**config.mk**
```make
export PLATFORM = sky130hd
export DESIGN_NAME = random_sample_hold_slew_unit_flat
export DESIGN_NICKNAME = d
export VERILOG_FILES = /design/src/rtl/rshs_pkg.sv /design/src/rtl/rshs_if.sv /design/src/rtl/rshs_serial_mul.sv /design/src/rtl/rshs_event.sv /design/src/rtl/random_sample_hold_slew_unit.sv /design/src/flat_wrapper.sv
export VERILOG_INCLUDE_DIRS = /design/src /design/src/rtl
export SDC_FILE = /design/constraint.sdc
export NUM_CORES = 2
export LEC_CHECK = 0
export ABC_AREA = 1
export BUFFER_PORTS_ARGS = -buffer_cell sky130_fd_sc_hd__buf_2
export CAP_MARGIN = 20
export CORE_ASPECT_RATIO = 0.7
export CORE_MARGIN = 3
export CORE_UTILIZATION = 25
export CTS_CLUSTER_SIZE = 24
export DETAILED_ROUTE_END_ITERATION = 10
export HOLD_SLACK_MARGIN = 0.08
export PLACE_DENSITY = 0.38
export SYNTH_ARGS = -nofsm -noshare
export SYNTH_HDL_FRONTEND = slang
export SYNTH_SLANG_ARGS = --single-unit
```
**constraint.sdc**
```tcl
create_clock -name clk -period 8.1 [get_ports clk]
set_input_delay 0.405 -clock clk [delete_from_list [all_inputs] [get_ports clk]]
set_output_delay 0.405 -clock clk [all_outputs]
set_load 0.005 [all_outputs]
```
**src/rtl/assert_macros.svh**
```systemverilog
// Assertion macros used by the top-level RTL file.
`ifndef ASSERT_MACROS_SVH
`define ASSERT_MACROS_SVH

// Same-cycle implication, disabled during reset.
`define ASSERT_IMPLIES(label, clk, rst, ante, cons) \
  label: assert property (@(posedge clk) disable iff (rst) (ante) |-> (cons)) \
    else $error("%m: check failed");

// Next-cycle implication, disabled during reset.
`define ASSERT_NEXT(label, clk, rst, ante, cons) \
  label: assert property (@(posedge clk) disable iff (rst) (ante) |=> (cons)) \
    else $error("%m: check failed");

`endif

```
**src/rtl/rshs_pkg.sv**
```systemverilog
// Package: widths, register indexes and types of the sample-and-hold block.
package rshs_pkg;

  localparam int RAW_W      = 24;
  localparam int CV_W       = 17;
  localparam int BEAT_W     = 32;
  localparam int FRAC_W     = 16;
  localparam int STEP_W     = 32;
  localparam int MODE_W     = 4;
  localparam int SCALED_W   = 20;
  localparam int PHASE_W    = 33;
  localparam int SHIFT_W    = 5;
  localparam int CFG_IDX_W  = 3;
  localparam int CFG_DATA_W = 32;

  localparam int MUL_STEPS       = FRAC_W;
  localparam int MODE_MAX        = 9;
  localparam int SYNC_SHIFT_BASE = 22;
  localparam int PULSE_SAMPLES_DEFAULT = 48;

  localparam logic [CFG_IDX_W-1:0] REG_RAW_LOW   = 3'd0;
  localparam logic [CFG_IDX_W-1:0] REG_RAW_HIGH  = 3'd1;
  localparam logic [CFG_IDX_W-1:0] REG_CV_LOW    = 3'd2;
  localparam logic [CFG_IDX_W-1:0] REG_CV_HIGH   = 3'd3;
  localparam logic [CFG_IDX_W-1:0] REG_GATE_THR  = 3'd4;
  localparam logic [CFG_IDX_W-1:0] REG_SLEW_COEF = 3'd5;
  localparam logic [CFG_IDX_W-1:0] REG_PHASE_STEP = 3'd6;
  localparam logic [CFG_IDX_W-1:0] REG_TIMING_MODE = 3'd7;

  typedef logic signed [RAW_W-1:0] raw_t;
  typedef logic [CV_W-1:0]         cv_t;
  typedef logic [FRAC_W-1:0]       frac_t;
  typedef logic [BEAT_W-1:0]       beat_t;

endpackage

```
**src/rtl/rshs_if.sv**
```systemverilog
// Channel interfaces: sample tick words in, result words out.
interface rshs_in_if;
  import rshs_pkg::*;
  logic  valid;
  logic  ready;
  logic  transport_playing;
  beat_t beat_position;
  frac_t random_raw;
  frac_t random_cv;

  modport source (output valid, transport_playing, beat_position, random_raw, random_cv,
                  input ready);
  modport sink (input valid, transport_playing, beat_position, random_raw, random_cv,
                output ready);
endinterface

interface rshs_out_if;
  import rshs_pkg::*;
  logic valid;
  logic ready;
  raw_t raw_value;
  cv_t  cv_value;
  logic gate;
  logic trigger;

  modport source (output valid, raw_value, cv_value, gate, trigger, input ready);
  modport sink (input valid, raw_value, cv_value, gate, trigger, output ready);
endinterface

```
**src/rtl/rshs_serial_mul.sv**
```systemverilog
// Bit-serial signed-by-unsigned multiplier, one multiplier bit per cycle.
module rshs_serial_mul #(
  parameter int W = 25
) (
  input  logic                         clk,
  input  logic                         rst,
  input  logic                         start,
  input  logic signed [W-1:0]          mcand,
  input  logic [rshs_pkg::FRAC_W-1:0]  mplier,
  output logic                         done,
  output logic signed [W:0]            prod_hi,
  output logic                         prod_rnd
);
  import rshs_pkg::*;

  localparam int CNT_W = $clog2(MUL_STEPS);

  logic signed [W-1:0] mcand_q;
  logic [FRAC_W-1:0]   mplier_sr;
  logic                run;
  logic [CNT_W-1:0]    cnt;
  logic signed [W:0]   hi;
  logic                rnd;
  logic signed [W+1:0] addend;
  logic signed [W+1:0] sum;

  // Add the multiplicand for a set bit, then halve; the shifted-out bit is kept.
  always_comb begin
    addend = mplier_sr[0] ? {{2{mcand_q[W-1]}}, mcand_q} : '0;
    sum    = {hi[W], hi} + addend;
  end

  always_ff @(posedge clk) begin
    if (rst) begin
      run  <= 1'b0;
      done <= 1'b0;
      cnt  <= '0;
    end else begin
      done <= 1'b0;
      if (start) begin
        run <= 1'b1;
        cnt <= '0;
      end else if (run) begin
        cnt <= cnt + 1'b1;
        if (cnt == CNT_W'(MUL_STEPS - 1)) begin
          run  <= 1'b0;
          done <= 1'b1;
        end
      end
    end
  end

  always_ff @(posedge clk) begin
    if (start) begin
      mcand_q   <= mcand;
      mplier_sr <= mplier;
      hi        <= '0;
      rnd       <= 1'b0;
    end else if (run) begin
      mplier_sr <= mplier_sr >> 1;
      hi        <= sum[W+1:1];
      rnd       <= sum[0];
    end
  end

  // After the last step hi is the product floored by 2^16, rnd its bit 15.
  assign prod_hi  = hi;
  assign prod_rnd = rnd;

endmodule

```
**src/rtl/rshs_event.sv**
```systemverilog
// Draw event detection: free-running phase wrap or rising scaled beat.
module rshs_event (
  input  logic                         clk,
  input  logic                         rst,
  input  logic                         accept,
  input  logic                         transport_playing,
  input  logic [rshs_pkg::BEAT_W-1:0]  beat_position,
  input  logic [rshs_pkg::STEP_W-1:0]  phase_step,
  input  logic [rshs_pkg::MODE_W-1:0]  timing_mode,
  output logic                         fire
);
  import rshs_pkg::*;

  logic [PHASE_W-1:0]  phase_accum;
  logic [SCALED_W-1:0] last_scaled_beat;
  logic                sync;
  logic [MODE_W-1:0]   mode_c;
  logic [SHIFT_W-1:0]  shift;
  logic [SCALED_W-1:0] scaled;
  logic [PHASE_W-1:0]  phase_sum;

  always_comb begin
    sync      = (timing_mode != '0) && transport_playing;
    mode_c    = (timing_mode > MODE_W'(MODE_MAX)) ? MODE_W'(MODE_MAX) : timing_mode;
    shift     = SHIFT_W'(SYNC_SHIFT_BASE) - {1'b0, mode_c};
    scaled    = SCALED_W'(beat_position >> shift);
    phase_sum = phase_accum + {1'b0, phase_step};
  end

  always_ff @(posedge clk) begin
    if (rst) begin
      phase_accum      <= {1'b1, {(PHASE_W-1){1'b0}}};
      last_scaled_beat <= '0;
      fire             <= 1'b0;
    end else if (accept) begin
      if (sync) begin
        // Store the scaled beat even when it moves backward.
        fire             <= scaled > last_scaled_beat;
        last_scaled_beat <= scaled;
      end else begin
        fire        <= phase_sum[PHASE_W-1];
        phase_accum <= {1'b0, phase_sum[PHASE_W-2:0]};
      end
    end
  end

endmodule

```
**src/rtl/random_sample_hold_slew_unit.sv**
```systemverilog
// Top level: random sample-and-hold with slew, gate and trigger pulse.
// A word without a draw takes one 16-step bit-serial multiplier pass (slew);
// a word with a draw takes two (draw, then slew); the result word can wait on out_ch.ready.
// One word in flight at a time: a new word is accepted only in the idle state.
// Reset (synchronous, active high) loads the default registers, zero values,
// and a full phase so the first free-running tick draws.
`include "assert_macros.svh"

module random_sample_hold_slew_unit #(
  parameter int PULSE_SAMPLES = rshs_pkg::PULSE_SAMPLES_DEFAULT
) (
  input  logic                             clk,
  input  logic                             rst,
  input  logic                             cfg_we,
  input  logic [rshs_pkg::CFG_IDX_W-1:0]   cfg_index,
  input  logic [rshs_pkg::CFG_DATA_W-1:0]  cfg_data,
  rshs_in_if.sink                          in_ch,
  rshs_out_if.source                       out_ch
);
  import rshs_pkg::*;

  localparam int PULSE_W = $clog2(PULSE_SAMPLES + 1);
  localparam int ST_W    = 3;

  localparam logic [ST_W-1:0] S_IDLE = 3'd0;
  localparam logic [ST_W-1:0] S_PREP = 3'd1;
  localparam logic [ST_W-1:0] S_DRAW = 3'd2;
  localparam logic [ST_W-1:0] S_LOAD = 3'd3;
  localparam logic [ST_W-1:0] S_SLEW = 3'd4;
  localparam logic [ST_W-1:0] S_DONE = 3'd5;

  // Configuration registers
  raw_t              raw_low;
  raw_t              raw_high;
  cv_t               cv_low;
  cv_t               cv_high;
  cv_t               gate_threshold;
  cv_t               slew_coefficient;
  logic [STEP_W-1:0] phase_step;
  logic [MODE_W-1:0] timing_mode;

  // Value state
  raw_t               raw_target;
  raw_t               raw_current;
  cv_t                cv_target;
  cv_t                cv_current;
  logic [PULSE_W-1:0] pulse_left;

  // Per-word hold
  frac_t frac_raw;
  frac_t frac_cv;

  logic [ST_W-1:0] state;
  logic            accept;
  logic            ev_fire;
  logic            mul_start;
  logic            draw_sel;
  logic            mul_done_raw;
  logic            mul_done_cv;
  logic            mul_done;
  logic            out_load;

  logic signed [RAW_W:0]   raw_span;
  logic signed [RAW_W:0]   raw_delta;
  logic signed [RAW_W:0]   raw_mcand;
  logic signed [RAW_W+1:0] raw_hi;
  logic                    raw_rnd;
  logic signed [CV_W:0]    cv_span;
  logic signed [CV_W:0]    cv_delta;
  logic signed [CV_W:0]    cv_mcand;
  logic signed [CV_W+1:0]  cv_hi;
  logic                    cv_rnd;
  frac_t                   mplier_raw;
  frac_t                   mplier_cv;
  raw_t                    raw_draw;
  raw_t                    raw_slew;
  cv_t                     cv_draw;
  cv_t                     cv_slew;
  logic                    jump;
  logic                    jump_load;
  logic                    at_target;

  assign in_ch.ready = (state == S_IDLE);
  assign accept      = in_ch.valid && in_ch.ready;

  // Load the output register when a result is ready and the register is free.
  assign out_load = (state == S_DONE) && (!out_ch.valid || out_ch.ready);

  // Configuration writes
  always_ff @(posedge clk) begin
    if (rst) begin
      raw_low          <= '0;
      raw_high         <= RAW_W'(65536);
      cv_low           <= '0;
      cv_high          <= CV_W'(65536);
      gate_threshold   <= CV_W'(32768);
      slew_coefficient <= CV_W'(65536);
      phase_step       <= STEP_W'(89478);
      timing_mode      <= '0;
    end else if (cfg_we) begin
      unique case (cfg_index)
        REG_RAW_LOW:     raw_low          <= cfg_data[RAW_W-1:0];
        REG_RAW_HIGH:    raw_high         <= cfg_data[RAW_W-1:0];
        REG_CV_LOW:      cv_low           <= cfg_data[CV_W-1:0];
        REG_CV_HIGH:     cv_high          <= cfg_data[CV_W-1:0];
        REG_GATE_THR:    gate_threshold   <= cfg_data[CV_W-1:0];
        REG_SLEW_COEF:   slew_coefficient <= cfg_data[CV_W-1:0];
        REG_PHASE_STEP:  phase_step       <= cfg_data[STEP_W-1:0];
        REG_TIMING_MODE: timing_mode      <= cfg_data[MODE_W-1:0];
      endcase
    end
  end

  // Event detection updates the phase or the beat state, by mode, on each accepted word.
  rshs_event u_event (
    .clk               (clk),
    .rst               (rst),
    .accept            (accept),
    .transport_playing (in_ch.transport_playing),
    .beat_position     (in_ch.beat_position),
    .phase_step        (phase_step),
    .timing_mode       (timing_mode),
    .fire              (ev_fire)
  );

  // Multiplier operands: range span times fraction for a draw,
  // target minus current times coefficient for the slew.
  always_comb begin
    draw_sel   = (state == S_PREP) && ev_fire;
    mul_start  = (state == S_PREP) || (state == S_LOAD);
    raw_span   = {raw_high[RAW_W-1], raw_high} - {raw_low[RAW_W-1], raw_low};
    raw_delta  = {raw_target[RAW_W-1], raw_target} - {raw_current[RAW_W-1], raw_current};
    cv_span    = $signed({1'b0, cv_high}) - $signed({1'b0, cv_low});
    cv_delta   = $signed({1'b0, cv_target}) - $signed({1'b0, cv_current});
    raw_mcand  = draw_sel ? raw_span : raw_delta;
    cv_mcand   = draw_sel ? cv_span : cv_delta;
    mplier_raw = draw_sel ? frac_raw : slew_coefficient[FRAC_W-1:0];
    mplier_cv  = draw_sel ? frac_cv : slew_coefficient[FRAC_W-1:0];
  end

  rshs_serial_mul #(.W(RAW_W + 1)) u_mul_raw (
    .clk      (clk),
    .rst      (rst),
    .start    (mul_start),
    .mcand    (raw_mcand),
    .mplier   (mplier_raw),
    .done     (mul_done_raw),
    .prod_hi  (raw_hi),
    .prod_rnd (raw_rnd)
  );

  rshs_serial_mul #(.W(CV_W + 1)) u_mul_cv (
    .clk      (clk),
    .rst      (rst),
    .start    (mul_start),
    .mcand    (cv_mcand),
    .mplier   (mplier_cv),
    .done     (mul_done_cv),
    .prod_hi  (cv_hi),
    .prod_rnd (cv_rnd)
  );

  assign mul_done = mul_done_raw && mul_done_cv;

  // Results land inside their ranges, so the low bits carry the whole value.
  // Slew adds bit 15 of the product: rounding half up.
  always_comb begin
    jump      = slew_coefficient[CV_W-1];
    raw_draw  = raw_low + raw_hi[RAW_W-1:0];
    cv_draw   = cv_low + cv_hi[CV_W-1:0];
    raw_slew  = raw_current + raw_hi[RAW_W-1:0] + RAW_W'(raw_rnd);
    cv_slew   = cv_current + cv_hi[CV_W-1:0] + CV_W'(cv_rnd);
    jump_load = (state == S_SLEW) && mul_done && jump;
    at_target = (raw_current == raw_target) && (cv_current == cv_target);
  end

  // Sequencer
  always_ff @(posedge clk) begin
    if (rst) begin
      state       <= S_IDLE;
      raw_target  <= '0;
      raw_current <= '0;
      cv_target   <= '0;
      cv_current  <= '0;
      pulse_left  <= '0;
      out_ch.valid <= 1'b0;
    end else begin
      if (out_load) begin
        out_ch.valid <= 1'b1;
      end else if (out_ch.valid && out_ch.ready) begin
        out_ch.valid <= 1'b0;
      end
      unique case (state)
        S_IDLE: begin
          if (accept) begin
            state <= S_PREP;
          end
        end
        S_PREP: begin
          if (ev_fire) begin
            // Arm the pulse on the value from before this tick's slew.
            if (cv_current >= gate_threshold) begin
              pulse_left <= PULSE_W'(PULSE_SAMPLES);
            end
            state <= S_DRAW;
          end else begin
            state <= S_SLEW;
          end
        end
        S_DRAW: begin
          if (mul_done) begin
            raw_target <= raw_draw;
            cv_target  <= cv_draw;
            state      <= S_LOAD;
          end
        end
        S_LOAD: begin
          state <= S_SLEW;
        end
        S_SLEW: begin
          if (mul_done) begin
            raw_current <= jump ? raw_target : raw_slew;
            cv_current  <= jump ? cv_target : cv_slew;
            state       <= S_DONE;
          end
        end
        S_DONE: begin
          // Hold the result until the output register frees up.
          if (out_load) begin
            if (pulse_left != '0) begin
              pulse_left <= pulse_left - 1'b1;
            end
            state <= S_IDLE;
          end
        end
        default: begin
          state <= S_IDLE;
        end
      endcase
    end
  end

  // Output payload
  always_ff @(posedge clk) begin
    if (out_load) begin
      out_ch.raw_value <= raw_current;
      out_ch.cv_value  <= cv_current;
      out_ch.gate      <= cv_current >= gate_threshold;
      out_ch.trigger   <= pulse_left != '0;
    end
  end

  // Hold word-level fractions for the draw.
  always_ff @(posedge clk) begin
    if (accept) begin
      frac_raw <= in_ch.random_raw;
      frac_cv  <= in_ch.random_cv;
    end
  end

  `ASSERT_IMPLIES(a_mul_lanes_aligned, clk, rst, mul_done_raw || mul_done_cv, mul_done)
  `ASSERT_IMPLIES(a_mul_done_in_wait, clk, rst, mul_done, (state == S_DRAW) || (state == S_SLEW))
  `ASSERT_NEXT(a_jump_reaches_target, clk, rst, jump_load, at_target)
  `ASSERT_IMPLIES(a_pulse_bounded, clk, rst, 1'b1, pulse_left <= PULSE_W'(PULSE_SAMPLES))

endmodule
```
**src/flat_wrapper.sv**
```systemverilog
// flat-port wrapper written by rule: the top's interface ports become plain ports
module random_sample_hold_slew_unit_flat import rshs_pkg::*;
#(
  parameter int PULSE_SAMPLES = rshs_pkg::PULSE_SAMPLES_DEFAULT
)
  (clk, rst, cfg_we, cfg_index, cfg_data, in_ch_valid, in_ch_transport_playing, in_ch_beat_position, in_ch_random_raw, in_ch_random_cv, in_ch_ready, out_ch_valid, out_ch_raw_value, out_ch_cv_value, out_ch_gate, out_ch_trigger, out_ch_ready);
  rshs_in_if in_ch_i ();
  rshs_out_if out_ch_i ();
  input  logic clk;
  input  logic rst;
  input  logic cfg_we;
  input  logic [rshs_pkg::CFG_IDX_W-1:0] cfg_index;
  input  logic [rshs_pkg::CFG_DATA_W-1:0] cfg_data;
  input wire logic [$bits(in_ch_i.valid)-1:0] in_ch_valid;
  input wire logic [$bits(in_ch_i.transport_playing)-1:0] in_ch_transport_playing;
  input wire logic [$bits(in_ch_i.beat_position)-1:0] in_ch_beat_position;
  input wire logic [$bits(in_ch_i.random_raw)-1:0] in_ch_random_raw;
  input wire logic [$bits(in_ch_i.random_cv)-1:0] in_ch_random_cv;
  output wire logic [$bits(in_ch_i.ready)-1:0] in_ch_ready;
  output wire logic [$bits(out_ch_i.valid)-1:0] out_ch_valid;
  output wire logic [$bits(out_ch_i.raw_value)-1:0] out_ch_raw_value;
  output wire logic [$bits(out_ch_i.cv_value)-1:0] out_ch_cv_value;
  output wire logic [$bits(out_ch_i.gate)-1:0] out_ch_gate;
  output wire logic [$bits(out_ch_i.trigger)-1:0] out_ch_trigger;
  input wire logic [$bits(out_ch_i.ready)-1:0] out_ch_ready;
  assign in_ch_i.valid = in_ch_valid;
  assign in_ch_i.transport_playing = in_ch_transport_playing;
  assign in_ch_i.beat_position = in_ch_beat_position;
  assign in_ch_i.random_raw = in_ch_random_raw;
  assign in_ch_i.random_cv = in_ch_random_cv;
  assign in_ch_ready = in_ch_i.ready;
  assign out_ch_valid = out_ch_i.valid;
  assign out_ch_raw_value = out_ch_i.raw_value;
  assign out_ch_cv_value = out_ch_i.cv_value;
  assign out_ch_gate = out_ch_i.gate;
  assign out_ch_trigger = out_ch_i.trigger;
  assign out_ch_i.ready = out_ch_ready;
  random_sample_hold_slew_unit #(.PULSE_SAMPLES(PULSE_SAMPLES)) u_core (.clk(clk), .rst(rst), .cfg_we(cfg_we), .cfg_index(cfg_index), .cfg_data(cfg_data), .in_ch(in_ch_i), .out_ch(out_ch_i));
endmodule
```
==> impl_metrics.json <==
{
  "worstSetupPathType": "reg2reg",
  "p_total_w": 0.0101,
  "worst_setup_path_start_kind": "register",
  "insertion_delay_ps": 670,
  "dpl.hpwl_um": 111000,
  "finClkSkew_ps": 23.6,
  "mostFrequentLayoutCells": "1116 x nand2_1, 703 x inv_1, 606 x nor2_1",
  "io_buffers": 149,
  "grt_overflow_total": 0,
  "synth_top_area_share": 0.202,
  "die_x_um": 456,
  "syn_area_per_cell_um2": 6.75,
  "finalSetupTns_ps": 0,
  "synth_edf_count": 150,
  "synth_largest_area_cell": "dfxtp_1",
  "grt_pass1_vias": 32500,
  "synth.distinct_cells": 56,
  "first_iter_violations": 2868,
  "fp.dieH_um": 321,
  "layout_commonest_cell": "nand2_1",
  "worstPathRequired_ps": 8640,
  "vias": 34700,
  "post-route-period-util": 0.445,
  "fp.coreArea_um2": 139000,
  "antenna_found_initial": 10,
  "grt.total_usage": 0.190,
  "hold_viol_final": 0,
  "place_area_um2": 38000,
  "route.detailed.drc": 0,
  "ys_seq_area_frac": 0.329,
  "setup_viol": 0,
  "highest_layer": "met4",
  "timing.fmax_ghz": 0.278,
  "synth_nets": 5633,
  "vias_per_cell": 4.77,
  "p_int_w": 0.00591,
  "seqPwrFrac": 0.355,
  "synth_cells": 5239,
  "cp_max_fo": 33,
  "min-delay-path-class": "in2reg",
  "firstDrtPassIters": 7,
  "m1WireLength_um": 80300,
  "postRouteAntennaNets": 0,
  "slew_violations": 0,
  "ys.warnings.count": 0,
  "clock-sinks": 507,
  "cts_root_buf": "clkbuf_16",
  "numCtsBuffers": 59,
  "design_area_um2": 40500,
  "ys.flop_type": "dfxtp_1",
  "cp.arrival_ps": 4140,
  "switching_share": 0.414,
  "clk_pin_slew_ps": 60,
  "power_switching_w": 0.00418,
  "pwr-share-clk": 0.278,
  "utilization": 0.290,
  "irDropWorstVdd_mv": 0.133,
  "rsz0062_at_grt": "false",
  "route.met2.wl_um": 53100,
  "endpoint_kind": "register",
  "dieArea_um2": 146000,
  "synth.area.top_cells": "dfxtp_1 20%, edfxtp_1 13%, nand2_1 12%",
  "power_density_nw_per_um2": 249,
  "wl_met3_um": 7930,
  "final_layout_size_suffix_gt1_frac": 0.0605,
  "area_growth_pct": 14.4,
  "place_congestion": 0.884,
  "grt_pass1_wl_um": 212000,
  "status": "finished, final reports clean",
  "wl_per_cell_um": 19.7,
  "ios": 150,
  "ys_ff_latch": 507,
  "drt-total-wl_um": 143000,
  "worst_slew_pin_slew_ps": 1130,
  "cts_resized": 0,
  "htree_levels": 2,
  "start_util": 0.254,
  "comb_power_share": 0.367,
  "grt_max_degree": 90,
  "p_leak_nw": 19.1,
  "cts_tree": "done",
  "synth_area_um2": 35400,
  "period_needed_ps": 3600,
  "fillers": 15400,
  "maxSlewHeadroom": 0.243,
  "synthArstFlopShare": 0,
  "max_cap_viol_count": 0,
  "fin_nets": 5767,
  "clock_path_buffers": 3,
  "fp-row-count": 114
}
==> power groups by stage <==
stage | clock network (W) | logic, W | registers, W
final | 0.00280 | 0.00370 | 0.00358
after global routing | 0.00300 | 0.00422 | 0.00362
after CTS | 0.00291 | 0.00370 | 0.00357
after detailed placement | 0 | 0.00366 | 0.00362
after global placement | 0 | 0.00368 | 0.00362
after floorplan | 0 | 0.00262 | 0.00334
==> logic make-up (layout without fill, tap and decap cells) <==
family,after synthesis,after routing,synth area share
other,0,1,0
muxes,4,4,0.00113
xor gates and xnor gates,83,83,0.0205
DFF,507,507,0.329
buffers and inverters,875,1058,0.0959
AOI/OAI and AO/OA,1108,1108,0.167
and+or+nand+nor,2373,2373,0.281
adders and majority gates,289,289,0.105
==> layout make-up <==
cell class	instances	area (um^2)	share of cell area
repair buffers	226	1460	0.0360
multi-input cells	3857	20400	0.503
diodes	1	2.50	0.0000618
inverters	722	2720	0.0672
well taps	1856	2320	0.0574
clock buffers	81	1610	0.0398
clock inverters	29	332	0.00819
flip-flops and latches	507	11700	0.288
==> Yosys cell counts (6+ instances only) <==
cell type,n
nand2_1,1116
inv_1,704
nor2_1,612
a21oi_1,521
nand3_1,486
o21ai_0,444
dfxtp_1,357
ha_1,276
edfxtp_1,150
clkbuf_1,105
xor2_1,57
nand4_1,47
nor3_1,47
buf_2,32
a21o_1,28
o21bai_1,27
xnor2_1,26
o211ai_1,15
o21ai_1,14
a31oi_1,13
fa_1,13
inv_2,13
nand3_2,13
or2_2,13
and2_1,11
nand3b_1,11
o21a_1,9
buf_1,7
nor4_1,7
a211oi_1,6
a21boi_0,6
a221oi_1,6
==> through the flow <==
step / instances / worst slack [ps] / hold WS (ps)
after floorplan: 5239 / 5100 / 433
after global placement: 7119 / 3980 / 449
after detailed placement: 7119 / 3940 / 451
after CTS: 7277 / 3910 / 140
after global routing: 7279 / 4130 / 171
final: 7279 / 4500 / 203
==> layer usage <==
metal	up-vias	global-route usage
met3	104	0.0264
met4	0	0.0289
met2	861	0.255
met1	16200	0.315
li1	17600	-
met5	-	0
==> critical path, cell delays in order (launching register included) <==
cell and delay [ps]:
dfxtp_1 380, o21ai_4 710, nand2_4 440, nand2_1 260, nand3_1 210, nand3_2 160
nand3_2 90, nand2_1 110, nor2_2 50, ha_1 290, nand2_1 50, nor2_1 160
nand2_1 100, nor2_1 110, a31oi_1 80, a21oi_1 170, a21oi_1 80
==> timing repair <==
item / in CTS / in global routing
hold buffers: 48 / 0
setup endpoints to repair: 0 / 0
endpoints found under the hold margin: 54 / 0
buffers inserted: 0 / 0
==> registers in the layout, indices dropped and copies added (netlist names), 17 cells and up <==
signal	cells
u_core.cv_current	17
u_core.cv_high	17
u_core.cv_low	17
u_core.cv_target	17
u_core.gate_threshold	17
u_core.out_ch.cv_value	17
u_core.out_ch.raw_value	24
u_core.phase_step	32
u_core.raw_current	24
u_core.raw_high	24
u_core.raw_low	24
u_core.raw_target	24
u_core.slew_coefficient	17
u_core.u_event.last_scaled_beat	20
u_core.u_event.phase_accum	33
u_core.u_mul_cv.mcand_q	18
u_core.u_mul_cv.prod_hi	19
u_core.u_mul_raw.mcand_q	25
u_core.u_mul_raw.prod_hi	26
==> final timing paths <==
path,from,slack [ps],to,cells after the start
worst max register to register,u_core.timing_mode[1],4500,u_core.u_event.fire,16
worst min register to register,u_core.gate_threshold[8],470,u_core.gate_threshold[8],2
worst min-delay path,cfg_data[4],200,u_core.slew_coefficient[4],3
worst max-delay path,u_core.timing_mode[1],4500,u_core.u_event.fire,16
Power figures use the tool's default switching activity.
